**src/rtl/cdm_pkg.sv**
```systemverilog
`timescale 1ns / 1ps

package cdm_pkg;

    localparam int POINTS_DEF = 16;
    localparam int PAIR_REGS  = 8;
    localparam int PAIR_W     = 64;
    localparam int ADDR_W     = 6;
    localparam int SAMPLE_W   = 16;
    localparam int DIFF_W     = 17;
    localparam int SQ_W       = 34;
    localparam int DIST_W     = 35;
    localparam int IDX_W      = 4;
    localparam int CNT_W      = 4;
    localparam int BYTE_W     = 8;

    // One item as it travels down the cell chain.
    typedef struct packed {
        logic                       valid;
        logic signed [SAMPLE_W-1:0] si;
        logic signed [SAMPLE_W-1:0] sq;
        logic                       last;
        logic [DIST_W-1:0]          best_d;
        logic [IDX_W-1:0]           best_idx;
    } bus_t;

endpackage

```
**src/rtl/cdm_apb_regs.sv**
```systemverilog
`timescale 1ns / 1ps

module cdm_apb_regs (
    input  logic                                          clk,
    input  logic                                          rst_n,
    input  logic                                          psel,
    input  logic                                          penable,
    input  logic                                          pwrite,
    input  logic [cdm_pkg::ADDR_W-1:0]                    paddr,
    input  logic [cdm_pkg::PAIR_W-1:0]                    pwdata,
    output logic [cdm_pkg::PAIR_W-1:0]                    prdata,
    output logic                                          pready,
    output logic [cdm_pkg::PAIR_REGS-1:0][cdm_pkg::PAIR_W-1:0] pairs
);

    logic [cdm_pkg::PAIR_REGS-1:0][cdm_pkg::PAIR_W-1:0] pair_reg;
    logic [2:0] sel;

    assign sel    = paddr[cdm_pkg::ADDR_W-1:3];
    assign pready = 1'b1;
    assign prdata = pair_reg[sel];
    assign pairs  = pair_reg;

    always_ff @(posedge clk or negedge rst_n)
    begin
        if (!rst_n)
        begin
            pair_reg <= '0;
        end
        else if (psel && penable && pwrite)
        begin
            pair_reg[sel] <= pwdata;
        end
    end

endmodule

```
**config.mk**
```make
export PLATFORM = sky130hd
export DESIGN_NAME = cdm_apb_regs
export DESIGN_NICKNAME = d
export VERILOG_FILES = /design/src/rtl/cdm_pkg.sv /design/src/rtl/cdm_apb_regs.sv
export SDC_FILE = /design/constraint.sdc
export NUM_CORES = 1
export LEC_CHECK = 0
export BUFFER_PORTS_ARGS = -buffer_cell sky130_fd_sc_hd__clkbuf_2
export CORE_AREA = 8 8 250 252
export CTS_CLUSTER_DIAMETER = 150
export CTS_CLUSTER_SIZE = 20
export DETAILED_ROUTE_END_ITERATION = 7
export DIE_AREA = 0 0 258 260
export GPL_ROUTABILITY_DRIVEN = 0
export SLEW_MARGIN = 5
export SYNTH_ARGS = -nofsm -noshare
export SYNTH_HDL_FRONTEND = slang
export SYNTH_SLANG_ARGS = --single-unit
```
**constraint.sdc**
```tcl
create_clock -name clk -period 3.3 [get_ports clk]
set_input_delay 0.495 -clock clk [delete_from_list [all_inputs] [get_ports clk]]
set_output_delay 0.495 -clock clk [all_outputs]
set_load 0.02 [all_outputs]
```
==> run_results.csv <==
group,metric,value,unit
cts,cts_tree,"built",
worst_setup_path,cp_slowest_cell,"mux4_2",
worst_setup_path,worstPathRequired,2.80,ns
place,portBuffers,647,
cts,cts-root-buf,"clkbuf_16",
global_route,grt_use_total,22.13,%
routing,routed-via-count,14930,
routing,wl,76.32,mm
worst_hold_path,hold_class,"in -> reg",
routing,antenna_left,0,
floorplanning,die_w,258,µm
worst_setup_path,crit_chain,"clkbuf_8 > buf_4 > mux4_2 > mux2_2 > clkbuf_2",
sta,period_share,87.70,%
routing,drc,0,
sta,relSlewSlack,45.09,%
sta,setup_viol,0,
worst_setup_path,criticalPathCategory,"in -> out",
floorplanning,coreArea,58460,µm²
logic_synthesis,yosysSeqAreaShare,56.49,%
cts,cts_inserted_buffers,29,
logic_synthesis,syn_inst,1316,
cts,cts.path.max_buffers,3,
sta,max_clock_freq,345.5,MHz
logic_synthesis,synthDistinctLibCells,15,
floorplanning,io_pins,652,
sta,fin_setup_tns,0,ns
logic_synthesis,synth_seq_cells,512,
floorplanning,die_h,260,µm
logic_synthesis,yosys.area_share.simple,0.3917,%
logic_synthesis,ys_top_cells_by_area,"dfrtp_1 56%, mux2_2 27%, mux4_2 13%",
sta,rsz0062_at_grt,"no",
place,hpwlAfterDp,54.69,mm
worst_setup_path,path_buf_inv,3,
sta,clock_skew,0,ns
floorplanning,rows,89,
sta,maxSlewViolCount,0,
power,cellLeakagePower,13.53,nW
cells_and_area,synthToLayoutAreaGrowth,23.35,%
logic_synthesis,synth_compound_area_share,0,%
sta,hold_viol,0,
cts,clock_sinks,512,
worst_setup_path,r2r_cells,1,
routing,drt_first_pass_iters,6,
global_route,grt.overflow.total,0,
logic_synthesis,synthMuxAreaShare,41.31,%
floorplanning,start_util,38.79,%
logic_synthesis,synth_top_family_by_area,"multiplexers",
cts,htree_num_levels,1,
logic_synthesis,synth_area,22680,µm²
routing,drt_iter0_markers,946,
cells_and_area,fin_util,47.85,%
logic_synthesis,synth_xor_area_share,0,%
worst_setup_path,cp_top_family,"buffers and inverters",
floorplanning,dieArea,67080,µm²
worst_setup_path,slowest_delay,0.52,ns
logic_synthesis,yosysTopAreaCell,"dfrtp_1",
logic_synthesis,yosysTopAreaCellShare,56.49,%
sta,worst_slew_pin_slew,0.8237,ns
worst_setup_path,critPathLaunchType,"primary input",
global_route,grt_pass1_vias,16190,
worst_setup_path,end_kind,"primary output",
cells_and_area,final_nets,2038,
cts,insertion_delay,0.59,ns
global_route,grt_max_degree,93,
worst_setup_path,crit_path_max_fanout,47,
routing,wire_per_inst,27.87,µm
global_route,antenna_found_initial,2,
cells_and_area,largest_reg_flops,512,
logic_synthesis,ys_warn_count,0,
sta,post-route-min-period,2.894,ns
logic_synthesis,synthesis.nets,1391,
routing,via_per_inst,5.453,
status,status,"completed",
worst_setup_path,cp.arrival,2.40,ns
power,power_density,657.0,nW/µm²
cts,clk_pin_slew_worst_paths,0.08,ns
logic_synthesis,syn_area_per_cell,17.23,µm²
run,maxCapViolations,0,
worst_setup_path,cp_num_cells,5,
cells_and_area,drive_above_1_share,71.88,%
global_route,grt_pass1_wl,114.4,mm
power,ir_worst_vdd,0.4295,mV
worst_hold_path,hold_depth,2,
logic_synthesis,synth_adder_area_share,0,%
==> final cells by class <==
cell class | count | area, µm²
Multi-Input combinational cell | 718 | 9504
Sequential cell | 512 | 12810
Antenna cell | 2 | 5.005
Fill cell | 5150 | 30490
Tap cell | 773 | 967.2
Timing Repair Buffer | 702 | 3944
Clock inverter | 2 | 17.52
Clock buffer | 29 | 725.7
==> repair_timing <==
| item | 4_1_cts | 5_1_grt |
|---|---|---|
| hold buffers | 1 | 0 |
| resized for setup | 0 | 0 |
| buffers inserted | 0 | 0 |
| endpoints found under the hold margin | 44 | 0 |
==> report_power, final <==
group          internal, mW  switching, mW  total, mW
registers              7.50           1.16       8.66
clock network          1.57           2.02       3.59
logic                  2.57           3.56       6.13
==> metal layers <==
layer / GRT usage [%] / wire length, µm / up-vias
li1: - / - / 6219
met1: 27.32 / 29510 / 8150
met2: 38.79 / 39460 / 485
met3: 5.563 / 5752 / 76
met4: 5.265 / 1604 / 0
met5: 0 / 0 / -
==> synth_stat cells <==
master	count
mux2_1	33
dfrtp_1	512
buf_1	8
conb_1	1
buf_2	63
mux4_2	128
nand2_1	1
nor2_2	6
nor3_2	2
clkbuf_1	14
nand4b_1	1
nand2b_1	2
buf_4	1
mux2_2	543
nand4_1	1
==> path summary, 6_finish.rpt <==
kind | slack [ns] | startpoint | endpoint
setup / recovery | 0.41 | paddr[4] | prdata[61]
hold / removal | 0.22 | pwdata[9] | pairs[137]
setup reg to reg | 2.43 | pairs[202] | pairs[202]
hold reg to reg | 0.52 | pairs[249] | pairs[249]
max in group asynchronous | 1.73 | rst_n | pairs[245]
min in group asynchronous | 0.51 | rst_n | pairs[211]
==> cells by family (layout without fill, tap and decap cells) <==
group                  after synthesis  count (layout)
multiplexers                       704             704
flip-flops                         512             512
buffers and inverters               86             733
AND/OR/NAND/NOR                     13              13
other                                1               3
==> through the flow <==
stage	worst slack, ns	cells	hold slack (ns)	total power, mW	instance area, µm²
2_1_floorplan	0.8840	1316	0.1994	12.13	22680
3_3_place_gp	0.4069	2704	0.4847	14.86	27220
3_5_place_dp	0.3855	2704	0.5008	14.99	27220
4_1_cts	0.3870	2736	0.1797	18.60	27970
5_1_grt	0.3026	2738	0.2091	19.27	27980
6_report	0.4059	2738	0.2246	18.38	27980
==> layout by cell type (no fill, tap or decap) <==
cell type      count
clkbuf_2         643
mux2_2           543
dfrtp_1          512
mux4_2           128
buf_4             34
mux2_1            33
clkbuf_16         29
buf_12            21
nor2_4             6
diode_2            2
nand2b_1           2
nor3_4             2
inv_6              2
nand4_1            1
nand2_1            1
nand4b_1           1
conb_1             1
dlygate4sd3_1      1
clkbuf_8           1
buf_6              1
buf_8              1
(Power assumes the default switching activity.)
