## src/rtl/cdm_pkg.sv

```systemverilog
`timescale 1ns / 1ps

package cdm_pkg;

    localparam int POINTS_DEF = 16;
    localparam int PAIR_REGS  = 8;
    localparam int PAIR_W     = 64;
    localparam int ADDR_W     = 6;
    localparam int SAMPLE_W   = 16;
    localparam int DIFF_W     = 17;
    localparam int SQ_W       = 34;
    localparam int DIST_W     = 35;
    localparam int IDX_W      = 4;
    localparam int CNT_W      = 4;
    localparam int BYTE_W     = 8;

    // One item as it travels down the cell chain.
    typedef struct packed {
        logic                       valid;
        logic signed [SAMPLE_W-1:0] si;
        logic signed [SAMPLE_W-1:0] sq;
        logic                       last;
        logic [DIST_W-1:0]          best_d;
        logic [IDX_W-1:0]           best_idx;
    } bus_t;

endpackage

```

## src/rtl/cdm_cell.sv

```systemverilog
`timescale 1ns / 1ps

module cdm_cell #(
    parameter int IDX = 0
) (
    input  logic                               clk,
    input  logic                               rst_n,
    input  logic                               advance,
    input  logic signed [cdm_pkg::SAMPLE_W-1:0] point_i,
    input  logic signed [cdm_pkg::SAMPLE_W-1:0] point_q,
    input  cdm_pkg::bus_t                      bus_in,
    output cdm_pkg::bus_t                      bus_out
);

    logic signed [cdm_pkg::DIFF_W-1:0] di;
    logic signed [cdm_pkg::DIFF_W-1:0] dq;
    logic signed [cdm_pkg::SQ_W-1:0]   sqi_next;
    logic signed [cdm_pkg::SQ_W-1:0]   sqq_next;
    logic [cdm_pkg::SQ_W-1:0]          sqi_reg;
    logic [cdm_pkg::SQ_W-1:0]          sqq_reg;
    logic [cdm_pkg::DIST_W-1:0]        dist_sum;
    logic                              take;
    cdm_pkg::bus_t                     mid_reg;
    cdm_pkg::bus_t                     out_reg;
    cdm_pkg::bus_t                     out_next;

    // First half: squared component distances.
    assign di       = {bus_in.si[cdm_pkg::SAMPLE_W-1], bus_in.si}
                    - {point_i[cdm_pkg::SAMPLE_W-1], point_i};
    assign dq       = {bus_in.sq[cdm_pkg::SAMPLE_W-1], bus_in.sq}
                    - {point_q[cdm_pkg::SAMPLE_W-1], point_q};
    assign sqi_next = di * di;
    assign sqq_next = dq * dq;

    // Second half: sum and compare, strict less keeps the lower index on a tie.
    assign dist_sum = {1'b0, sqi_reg} + {1'b0, sqq_reg};
    assign take     = (IDX == 0) || (dist_sum < mid_reg.best_d);

    always_comb
    begin
        out_next = mid_reg;
        if (take)
        begin
            out_next.best_d   = dist_sum;
            out_next.best_idx = cdm_pkg::IDX_W'(IDX);
        end
    end

    always_ff @(posedge clk or negedge rst_n)
    begin
        if (!rst_n)
        begin
            mid_reg <= '0;
            out_reg <= '0;
            sqi_reg <= '0;
            sqq_reg <= '0;
        end
        else if (advance)
        begin
            mid_reg <= bus_in;
            sqi_reg <= sqi_next;
            sqq_reg <= sqq_next;
            out_reg <= out_next;
        end
    end

    assign bus_out = out_reg;

endmodule

```

## config.mk

```make
export PLATFORM = sky130hd
export DESIGN_NAME = cdm_cell
export DESIGN_NICKNAME = d
export VERILOG_FILES = /design/src/rtl/cdm_pkg.sv /design/src/rtl/cdm_cell.sv
export SDC_FILE = /design/constraint.sdc
export NUM_CORES = 2
export LEC_CHECK = 0
export BUFFER_PORTS_ARGS = -buffer_cell sky130_fd_sc_hd__buf_2
export CAP_MARGIN = 0
export CORE_AREA = 5 5 227 229
export DETAILED_ROUTE_END_ITERATION = 6
export DIE_AREA = 0 0 232 234
export PLACE_DENSITY = 0.79
export SETUP_SLACK_MARGIN = 0.1
export SLEW_MARGIN = 20
export SYNTH_ARGS = -nofsm -noshare
export SYNTH_HDL_FRONTEND = slang
export SYNTH_SLANG_ARGS = --single-unit
```

## constraint.sdc

```tcl
create_clock -name clk -period 2.75 [get_ports clk]
set_input_delay 0.55 -clock clk [delete_from_list [all_inputs] [get_ports clk]]
set_output_delay 0.55 -clock clk [all_outputs]
set_load 0.01 [all_outputs]
```

==> flow_summary_export.csv <==
group,metric,value,unit
logic_synthesis,synthXorXnorAreaFrac,3.77,%
setup_path,critPathCaptureType,"flip-flop",
logic_synthesis,async_flop_share,100,%
logic_synthesis,synthMuxAreaShare,5.64,%
finish,antenna-diode-count,0,
logic_synthesis,yosysUniqueCellTypes,68,
finish,nets,4487,
drt,wl_per_cell,19.1,um
setup_path,arrival,8.02,ns
place,dpl_cell_area,34700,um2
logic_synthesis,synth_warnings,0,
finish,largest_reg_flops,69,
clock_network,clock_latency,0.47,ns
drt,ant_nets,0,
setup_path,cpMaxStageDelayCell,"fa_2",
clock_network,cts_tree,"done",
timing,max_freq,0.130,GHz
global_routing,grt_pass1_wl,128000,um
logic_synthesis,synth_top_cell_by_area,"fa_1",
floorplan,die_area,54300,um2
clock_network,cts_sinks,169,
timing,slew_headroom,52.1,%
drt,drc,0,
setup_path,rr_worst_depth,10,
clock_network,hold_buffers,0,
logic_synthesis,ys_seq_area_share,15.0,%
clock_network,clk_pin_slew,0.07,ns
floorplan,core,49500,um2
timing,fin_crit,7.66,ns
setup_path,cp_data_required_time,3.11,ns
clock_network,root_buffer,"clkbuf_16",
logic_synthesis,synthCells,2877,
logic_synthesis,synth_top_family_by_area,"adder cells",
status,status,"complete, but fails checks",
place,portBuffers,137,
setup_path,path_buf_inv,5,
logic_synthesis,yosysMostFrequentCell,"inv_1",
logic_synthesis,ys.flop_type,"dfrtp_1",
timing,finClkSkew,0.0149,ns
finish,syn_to_final_growth,35.2,%
drt,vias_per_cell,5.38,
drt,drt-total-wl,82000,um
logic_synthesis,synth_common_cells,"712 x inv_1, 541 x fa_1, 233 x ha_1, 224 x nand2_1, 201 x nor2_1",
floorplan,fp-row-count,82,
drt,via_count,23100,
setup_path,cp_num_cells,32,
finish,design_area,38000,um2
global_routing,antenna_found_initial,0,
timing,fin_ws,-4.91,ns
timing,setup_viol,70,
setup_path,cpMostUsedCell,"fa_1",
global_routing,overflow,0,
timing,worstMarginPinSlew,0.717,ns
place,gp_congestion,0.954,
floorplan,die_x,232,um
timing,slew_violations,0,
floorplan,ios,181,
logic_synthesis,synthTopCellsByArea,"fa_1 39%, dfrtp_1 15%, ha_1 10%",
global_routing,grt_max_degree,87,
setup_path,r2r_setup_slack,-0.16,ns
setup_path,slowest_delay,0.63,ns
global_routing,grt_pass1_vias,25800,
logic_synthesis,synth_top_area_share,38.5,%
logic_synthesis,yosys.area_share.simple,8.64,%
timing,rsz0062_at_grt,"true",
status,violations,"negative setup slack",
logic_synthesis,synth.avg_cell_area,9.77,um2
floorplan,initial_core_util,56.9,%
hold_path,min_path_type,"in2async",
setup_path,critPathKind,"in2reg",
place,place_hpwl,62700,um
logic_synthesis,synth.ff_latch_count,169,
floorplan,die_h,234,um
setup_path,cp-start-kind,"input port",
setup_path,r2r-start,"sqq_reg[3]$_DFFE_PN0P_",
run,maxCapViolCount,0,
setup_path,r2r-end,"bus_out[27]$_DFFE_PN0P_",
setup_path,path_delay_family,"adder cells",
logic_synthesis,synth_edf_count,0,
drt,drt_pass1_iterations,5,
clock_network,cts_buffer_depth,2,
setup_path,crit_end,"sqq_reg[31]$_DFFE_PN0P_",
global_routing,grt_util_all_layers,29.5,%
setup_path,cp_max_fo,4,
timing,hold_viol_final,0,
logic_synthesis,synthAdderAreaFrac,48.9,%
finish,drive_above_1_share,38.7,%
logic_synthesis,syn-cell-area,28100,um2
logic_synthesis,synth-compound-area-share,7.21,%
drt,drtIter0Drc,1340,
clock_network,cts_max_level,4,
clock_network,numCtsBuffers,17,
finish,nFillCells,3111,
timing,finalCritPeriodShare,279,%
setup_path,cp-startpoint,"bus_in[40]",
layout by cell type, fill, tap and decap left out, types with 27 or more instances in the layout:
| cell | n |
|---|---|
| fa_1 | 514 |
| mux2_2 | 103 |
| nor2_1 | 152 |
| mux2_4 | 37 |
| buf_2 | 127 |
| inv_1 | 628 |
| xnor2_1 | 67 |
| buf_4 | 553 |
| fa_2 | 27 |
| buf_6 | 87 |
| ha_1 | 162 |
| ha_4 | 65 |
| dfrtp_1 | 169 |
| a21oi_2 | 27 |
| a21o_1 | 38 |
| a21oi_1 | 46 |
| inv_2 | 81 |
| nand2_1 | 192 |
how the worst min path moves through the flow:
stage,to,slack [ns],cells after the start
after floorplan,bus_out[10]$_DFFE_PN0P_,0.25,0
after global placement,bus_out[34]$_DFFE_PN0P_,0.47,1
after detailed placement,bus_out[34]$_DFFE_PN0P_,0.48,1
after CTS,mid_reg[45]$_DFFE_PN0P_,0.05,1
after global routing,mid_reg[45]$_DFFE_PN0P_,0.07,1
final,mid_reg[45]$_DFFE_PN0P_,0.04,1
kinds of logic after synthesis:
family / count (synthesis)
multiplexers: 141
flip-flops: 169
XOR/XNOR: 121
AND/OR/NAND/NOR: 559
buffers and inverters: 803
other: 1
adder cells (fa/ha/maj): 774
AO/OA/AOI/OAI: 309
routing by layer:
metal	vias up	track usage [%]	routed length (um)
li1	10300	-	-
met1	11900	36.9	31100
met2	781	53.6	43600
met3	193	4.48	4730
met4	0	8.75	2550
met5	-	0	0
worst register-to-register path, cell delays in order, from the launching register on:
cell and delay, ns:
dfrtp_1 0.43, ha_4 0.24, a211oi_4 0.31, nor3_4 0.11
o2111ai_2 0.28, nand2_1 0.12, a221o_1 0.34, a21o_1 0.22
a221oi_4 0.30, xnor2_1 0.16, mux2_2 0.28
through the flow:
stage / hold WS (ns) / TNS, ns / utilization (%) / worst slack [ns] / std cells
2_1_floorplan: 0.254 / -230.18 / - / -5.04 / 2880
5_1_grt: 0.0726 / -259.89 / 76.9 / -5.18 / 4290
3_5_place_dp: 0.484 / -283.24 / 70.2 / -5.58 / 4169
4_1_cts: 0.0461 / -237.38 / 74.4 / -4.85 / 4249
6_report: 0.0354 / -245.72 / 76.9 / -4.91 / 4290
3_3_place_gp: 0.474 / -275.50 / 70.2 / -5.43 / 4169
repair_timing:
item,in CTS,in global routing
endpoints found under the setup margin,77,78
gates resized for setup,257,227
pin swaps,137,170
cloned,1,0
setup buffers,49,52
final cells by class:
| class | count | area [um2] | share of cell area (%) |
|---|---|---|---|
| repair buffers | 788 | 6150 | 16.2 |
| inverters | 721 | 2770 | 7.28 |
| well taps | 672 | 841 | 2.21 |
| flip-flops and latches | 169 | 4230 | 11.1 |
| clock inverters | 14 | 178 | 0.467 |
| clock buffers | 18 | 439 | 1.16 |
| multi-input cells | 1908 | 23400 | 61.6 |
Power is not shown: default switching activity piles up to over one toggle a cycle in this logic, so the estimate is an artifact.
