## src/rtl/cdm_pkg.sv

```systemverilog
`timescale 1ns / 1ps

package cdm_pkg;

    localparam int POINTS_DEF = 16;
    localparam int PAIR_REGS  = 8;
    localparam int PAIR_W     = 64;
    localparam int ADDR_W     = 6;
    localparam int SAMPLE_W   = 16;
    localparam int DIFF_W     = 17;
    localparam int SQ_W       = 34;
    localparam int DIST_W     = 35;
    localparam int IDX_W      = 4;
    localparam int CNT_W      = 4;
    localparam int BYTE_W     = 8;

    // One item as it travels down the cell chain.
    typedef struct packed {
        logic                       valid;
        logic signed [SAMPLE_W-1:0] si;
        logic signed [SAMPLE_W-1:0] sq;
        logic                       last;
        logic [DIST_W-1:0]          best_d;
        logic [IDX_W-1:0]           best_idx;
    } bus_t;

endpackage

```

## src/rtl/cdm_packer.sv

```systemverilog
`timescale 1ns / 1ps

module cdm_packer #(
    parameter int SYM_BITS = 4
) (
    input  logic                       clk,
    input  logic                       rst_n,
    input  logic                       advance,
    input  cdm_pkg::bus_t              bus_in,
    input  logic                       byte_ready,
    output logic                       byte_valid,
    output logic [cdm_pkg::BYTE_W-1:0] packed_byte
);

    localparam int SymsPerByte = cdm_pkg::BYTE_W / SYM_BITS;

    logic [cdm_pkg::BYTE_W-1:0] acc_reg;
    logic [cdm_pkg::BYTE_W-1:0] acc_next;
    logic [cdm_pkg::CNT_W-1:0]  cnt_reg;
    logic [cdm_pkg::CNT_W-1:0]  cnt_next;
    logic [cdm_pkg::CNT_W-1:0]  cnt_inc;
    logic [cdm_pkg::BYTE_W-1:0] merged;
    logic [cdm_pkg::BYTE_W-1:0] sym;
    logic                       full;
    logic                       out_valid_reg;
    logic                       out_valid_next;
    logic [cdm_pkg::BYTE_W-1:0] out_byte_reg;
    logic [cdm_pkg::BYTE_W-1:0] out_byte_next;

    assign sym     = cdm_pkg::BYTE_W'(bus_in.best_idx[SYM_BITS-1:0]);
    assign merged  = acc_reg | cdm_pkg::BYTE_W'(sym << (cnt_reg * SYM_BITS));
    assign cnt_inc = cnt_reg + 1'b1;
    assign full    = cnt_inc >= cdm_pkg::CNT_W'(SymsPerByte);

    always_comb
    begin
        acc_next       = acc_reg;
        cnt_next       = cnt_reg;
        out_byte_next  = out_byte_reg;
        out_valid_next = out_valid_reg && !byte_ready;
        if (advance && bus_in.valid)
        begin
            acc_next = merged;
            cnt_next = cnt_inc;
            if (full)
            begin
                out_byte_next  = merged;
                out_valid_next = 1'b1;
            end
            // A full byte or the end of a buffer both start a fresh byte.
            if (full || bus_in.last)
            begin
                acc_next = '0;
                cnt_next = '0;
            end
        end
    end

    always_ff @(posedge clk or negedge rst_n)
    begin
        if (!rst_n)
        begin
            acc_reg       <= '0;
            cnt_reg       <= '0;
            out_valid_reg <= 1'b0;
            out_byte_reg  <= '0;
        end
        else
        begin
            acc_reg       <= acc_next;
            cnt_reg       <= cnt_next;
            out_valid_reg <= out_valid_next;
            out_byte_reg  <= out_byte_next;
        end
    end

    assign byte_valid  = out_valid_reg;
    assign packed_byte = out_byte_reg;

endmodule

```

## config.mk

```make
export PLATFORM = sky130hd
export DESIGN_NAME = cdm_packer
export DESIGN_NICKNAME = d
export VERILOG_FILES = /design/src/rtl/cdm_pkg.sv /design/src/rtl/cdm_packer.sv
export SDC_FILE = /design/constraint.sdc
export NUM_CORES = 1
export LEC_CHECK = 0
export BUFFER_PORTS_ARGS = -buffer_cell sky130_fd_sc_hd__buf_2
export CORE_MARGIN = 5
export CORE_UTILIZATION = 35
export DETAILED_ROUTE_END_ITERATION = 8
export PLACE_DENSITY = 0.76
export SYNTH_ARGS = -nofsm -noshare
export SYNTH_HDL_FRONTEND = slang
export SYNTH_SLANG_ARGS = --single-unit
```

## constraint.sdc

```tcl
create_clock -name clk -period 3.3 [get_ports clk]
set_input_delay 0.66 -clock clk [delete_from_list [all_inputs] [get_ports clk]]
set_output_delay 0.66 -clock clk [all_outputs]
set_load 0.01 [all_outputs]
```

==> impl_metrics.toml, run 1 <==
[outcome]
status = "complete, no violations"

[timing]
tns_ps = 0
rsz0062_at_grt = "false"
setup_viol_count_final = 0
fmax_mhz = 514.1
tightest_slew_ps = 674.3
maxSlewViolCount = 0
max_slew_margin = 0.5463
period_minus_slack_ps = 1945
period_share = 0.5895
skew_ps = 4.423
hold_viol_final = 0

[yosys]
syn-num-nets = 164
synth_top_area_frac = 0.5645
synth-edff-count = 0
ys_top_cells_by_count = "21 x dfrtp_1, 16 x a21oi_1, 10 x inv_1"
synth_ff_type = "dfrtp_1"
synth_cell_type_count = 23
yosysTopAreaCell = "dfrtp_1"
synthTopCellsByArea = "dfrtp_1 56%, a21oi_1 8.6%, mux2i_1 7.5%"
yosys_warnings = 0
synthCells = 85
yosysSeqAreaShare = 0.5645
yosysMostFrequentCell = "dfrtp_1"
async_reset_ff_frac = 1.000
syn_area_um2 = 930.9
ys_ff_latch = 21
syn_area_per_cell_um2 = 10.95

[routing]
via_per_inst = 4.993
dr.pass1.iters = 4
routed_wl_mm = 1.777
num_vias = 679
drc = 0
wl_per_cell_um = 13.07
detail-route-antenna-nets = 0
drtIter0Drc = 20

[placement]
io_buffers = 18
place_hpwl_mm = 1.328
dp.cells = 132
globalplace.congestion = 0.8254

[hold_path]
hp-class = "input pin to async pin"

[finish]
syn_to_final_growth_pct = 15.32
final_cells = 136
diodes = 0
fin_nets = 186
drive_above_1_share = 0.2264

[clock_network]
cts_tree = "built"
clk_pin_slew_worst_paths_ps = 110
postCtsSetupRepairBufs = 0
clock_latency_ps = 300
numCtsBuffers = 3
clock-root-buffer = "clkbuf_4"
clock_path_buffers = 2
cts.sinks = 21
hold_buffers = 0
htreeDepth = 1
cts_resized = 0

[grt]
antenna_found_initial = 0
grt_overflow = 0
grt_util_all_layers = 0.1060
grt_pass1_wl_mm = 2.925
grt_pass1_vias = 644
grt_start_max_net_pins = 22

[power]
pwr-share-seq = 0.522
comb_power_share = 0.307
p_clk_frac = 0.172
intPower_mw = 0.4775
ir_drop_uv = 315.5
p_leak_nw = 0.5805
p_sw_mw = 0.2294
p_per_area_nw_per_um2 = 658.4
p_sw_frac = 0.3245

[setup_path]
crit_path_max_fanout = 9
required_ps = 3500
cp-end-kind = "flip-flop"
critPathKind = "flip-flop to flip-flop"
crit_path_start_kind = "flip-flop"
arrival_ps = 2150

[floorplan]
io_pins = 86
coreArea_um2 = 2500
rows = 18
start_util = 0.3724
die_area_um2 = 3791
die_w_um = 61.57
die_y_um = 61.57

[run]
max_cap_violations = 0
==> metal layers <==
| metal | up-vias | global-route usage | part of all wire |
|---|---|---|---|
| met5 | - | 0 | 0 |
| met4 | 0 | 0.05455 | 0.027 |
| met3 | 7 | 0.02725 | 0.079 |
| met2 | 26 | 0.1764 | 0.49 |
| met1 | 315 | 0.1253 | 0.41 |
| li1 | 331 | - | - |
==> cell families (layout without fill, tap and decap cells) <==
| group | Yosys count | count (layout) | share of synthesized area |
|---|---|---|---|
| flops | 21 | 21 | 0.5645 |
| compound gates | 21 | 21 | 0.1264 |
| xor+xnor | 2 | 2 | 0.01882 |
| buf+inv | 11 | 32 | 0.05242 |
| fa+ha+maj | 2 | 2 | 0.02688 |
| mux | 8 | 8 | 0.09140 |
| simple gates | 20 | 20 | 0.1196 |
==> metrics by stage <==
step	hold slack, ps	worst slack [ps]	cell area (µm²)	util	total power, mW
floorplan	364.4	1704	930.9	-	0.5075
global placement	470.6	1459	1047	0.4189	0.5810
detailed placement	481.9	1420	1047	0.4189	0.5940
CTS	302.2	1372	1074	0.4294	0.7153
global route	313.0	1258	1074	0.4294	0.7610
finish	284.0	1355	1074	0.4294	0.7068
==> power groups by stage <==
| stage | clock [mW] | sequential, mW | combinational (mW) |
|---|---|---|---|
| final | 0.121 | 0.369 | 0.217 |
| after detailed placement | 0 | 0.376 | 0.218 |
| after CTS | 0.124 | 0.370 | 0.221 |
| after global routing | 0.133 | 0.380 | 0.248 |
| after floorplan | 0 | 0.395 | 0.113 |
| after global placement | 0 | 0.370 | 0.211 |
==> worst max-delay path, stage by stage (launching register included) <==
cell and delay (ps):
dfrtp_1 490, ha_1 250, xnor2_1 230, a41o_1 530, mux2_4 340
==> worst paths after layout <==
| check | to | startpoint | slack, ps | cells after the start |
|---|---|---|---|---|
| min | byte_valid$_DFF_PN0_ | rst_n | 280 | 1 |
| max in group asynchronous | acc_reg[1]$_DFFE_PN0P_ | rst_n | 2700 | 1 |
| max reg2reg | packed_byte[0]$_DFFE_PN0P_ | cnt_reg[0]$_DFFE_PN0P_ | 1350 | 4 |
| max | packed_byte[0]$_DFFE_PN0P_ | cnt_reg[0]$_DFFE_PN0P_ | 1350 | 4 |
| min in group clk | acc_reg[3]$_DFFE_PN0P_ | acc_reg[3]$_DFFE_PN0P_ | 510 | 2 |
| min reg2reg | acc_reg[3]$_DFFE_PN0P_ | acc_reg[3]$_DFFE_PN0P_ | 510 | 2 |
==> area by class of cell <==
cell class              instances  area, µm²
repair buffers                 18      90.09
well taps                      30      37.54
inverters                      10      37.54
multi-input cells              53      356.6
fillers                       244       1426
clock buffers                   4      26.28
flip-flops and latches         21      525.5
==> cell usage in the layout, fill, tap and decap left out <==
cell type   n
dfrtp_1    21
buf_2      18
a21oi_1    16
inv_1      10
nor2_1      8
mux2i_1     7
clkbuf_4    3
nand2_1     2
nor4b_1     2
and2b_1     2
and2_1      2
ha_1        2
nand3_1     1
xor2_1      1
xnor2_1     1
a41o_1      1
o21ai_0     1
nor3_1      1
o21bai_1    1
mux2_4      1
and4bb_2    1
nor4_1      1
a21o_2      1
a31oi_1     1
clkbuf_1    1
No activity file was read; power rests on OpenSTA's default activity.
==> inputs of run 2 (changes only) <==
- CORE_UTILIZATION: 35 -> 32
- PLACE_DENSITY: 0.76 -> 0.73
- clock period: 3.3 -> 1.7 ns (I/O delays scaled with it)
==> run 2 against run 1 <==
Core utilization down 2.0 points. Worst setup slack worse by 1200 ps. Design area is 6.2% higher. Global-route usage down 0.97 points. Fmax is 22% higher. Clock power rose by 100%. Sequential share of layout area is 2.7 points lower. Largest cell class unchanged.
==> impl_metrics.toml, run 2 (same netlist as run 1, synthesis figures left out) <==
[outcome]
status = "complete, no violations"

[clock_network]
clock_path_buffers = 2
clock-root-buffer = "clkbuf_4"
clk_pin_slew_worst_paths_ps = 120
clock_latency_ps = 310
cts.sinks = 21
numCtsBuffers = 3
cts_tree = "built"
htreeDepth = 1

[power]
p_sw_mw = 0.4661
p_sw_frac = 0.3262
p_leak_nw = 0.6207
intPower_mw = 0.9629
p_clk_frac = 0.171
comb_power_share = 0.327
pwr-share-seq = 0.502
ir_drop_uv = 636.7
p_per_area_nw_per_um2 = 1254
total_power_mw = 1.429

[timing]
tns_ps = 0
period_minus_slack_ps = 1592
max_slew_margin = 0.6943
maxSlewViolCount = 0
hold_viol_final = 0
tightest_slew_ps = 458.6
fmax_mhz = 628.2
skew_ps = 5.208
setup_viol_count_final = 0
rsz0062_at_grt = "false"
period_share = 0.9363

[setup_path]
worstReg2RegEnd = "packed_byte[1]$_DFFE_PN0P_"
cp-endpoint = "packed_byte[1]$_DFFE_PN0P_"
cpPeakStageDelay_ps = 480
path_cells = "ha_1 > xnor2_1 > a41o_1 > buf_4 > mux2i_1"
critPathKind = "flip-flop to flip-flop"
slowest_stage = "dfrtp_2"
reg2reg_from = "cnt_reg[0]$_DFFE_PN0P_"
crit_path_max_fanout = 8
required_ps = 1940
critPathLaunch = "cnt_reg[0]$_DFFE_PN0P_"
ff2ff_setup_slack_ps = 110
worstRegToRegCells = 5
arrival_ps = 1830
cp-end-kind = "flip-flop"
crit_path_start_kind = "flip-flop"

[finish]
stdcell_area_um2 = 1140
diodes = 0
drive_above_1_share = 0.2895
syn_to_final_growth_pct = 22.45
layout_common_cells = "20 x dfrtp_1, 18 x buf_2, 16 x a21oi_1"
mostFrequentLayoutCell = "dfrtp_1"
final_cells = 145
post-route-util = 0.4098
fin_nets = 194

[routing]
wl_per_cell_um = 12.74
num_vias = 711
detail-route-antenna-nets = 0
dr.pass1.iters = 4
via_per_inst = 4.903
drtIter0Drc = 13
drc = 0
routed_wl_mm = 1.847

[placement]
globalplace.congestion = 0.7474
dp.cells = 137
place_hpwl_mm = 1.370
io_buffers = 18
postPlaceCellArea_um2 = 1079

[grt]
use_met1 = 0.1066
grt_util_all_layers = 0.09628
grt_use_met2 = 0.1683
grt_overflow = 0
grt_pass1_vias = 747
grt_pass1_wl_mm = 3.174
grt_start_max_net_pins = 22
antenna_found_initial = 0
top_usage_layer = "met2"
met3_usage = 0.02627

[floorplan]
start_util = 0.3347
die_area_um2 = 4088
rows = 19
die_y_um = 63.94
io_pins = 86
die_w_um = 63.94
coreArea_um2 = 2781

[run]
max_cap_violations = 0

[hold_path]
hp-class = "input pin to flip-flop"
run 2: changes by cell type in the layout (fill, tap and decap cells not counted), sizes merged:
cell,before,now
clkinv,0,1
dlygate4sd3,0,1
buf,18,25
clkbuf,4,3
run 2: power by group through the flow:
stage	Sequential, mW	Combinational [mW]	Clock [mW]
2_1_floorplan	0.767	0.218	0
3_5_place_dp	0.728	0.448	0
6_report	0.717	0.468	0.245
4_1_cts	0.717	0.451	0.258
5_1_grt	0.740	0.528	0.265
3_3_place_gp	0.720	0.432	0
run 2: final cells by class:
cell class | instances | area (µm²)
inverter | 10 | 37.54
clock inverter | 1 | 5.005
sequential | 21 | 526.8
tap | 31 | 38.79
multi-input combinational | 53 | 356.6
clock buffer | 3 | 22.52
timing repair buffer | 26 | 152.6
fill | 282 | 1642
run 2: routing by layer:
metal,part of all wire,wire (µm),up-vias
li1,-,-,349
met1,0.44,813,340
met2,0.49,909,18
met3,0.054,100,4
met4,0.012,23,0
met5,0,0,-
run 2: repair_timing:
action / 4_1_cts / 5_1_grt
endpoints found under the setup margin: 0 / 7
resized for setup: 0 / 1
hold buffers: 1 / 0
buffers inserted: 0 / 3
hold endpoints to repair: 21 / 0
run 2: how the worst min path moves through the flow:
stage          slack (ps)                endpoint  cells past startpoint       start
6_report              190    byte_valid$_DFF_PN0_                      2  byte_ready
5_1_grt               190    byte_valid$_DFF_PN0_                      2  byte_ready
4_1_cts               180    byte_valid$_DFF_PN0_                      2  byte_ready
3_5_place_dp          320    byte_valid$_DFF_PN0_                      1       rst_n
3_3_place_gp          300    byte_valid$_DFF_PN0_                      1       rst_n
2_1_floorplan          40  acc_reg[0]$_DFFE_PN0P_                      0       rst_n
run 2: per-stage QoR:
step | hold WS [ps] | worst slack, ps
after floorplan | 44.41 | 104.0
after global placement | 304.2 | 148.4
after detailed placement | 316.6 | 106.1
after CTS | 177.9 | 65.90
after global routing | 191.8 | 8.974
final | 188.4 | 108.2
run 2: worst max-delay path: cells and delay by family (launching register included):
kind | cells | cell delay, ps
muxes | 1 | 190
buffers and inverters | 1 | 200
DFF | 1 | 480
xor gates and xnor gates | 1 | 160
AOI/OAI and AO/OA | 1 | 250
adders and majority gates | 1 | 220
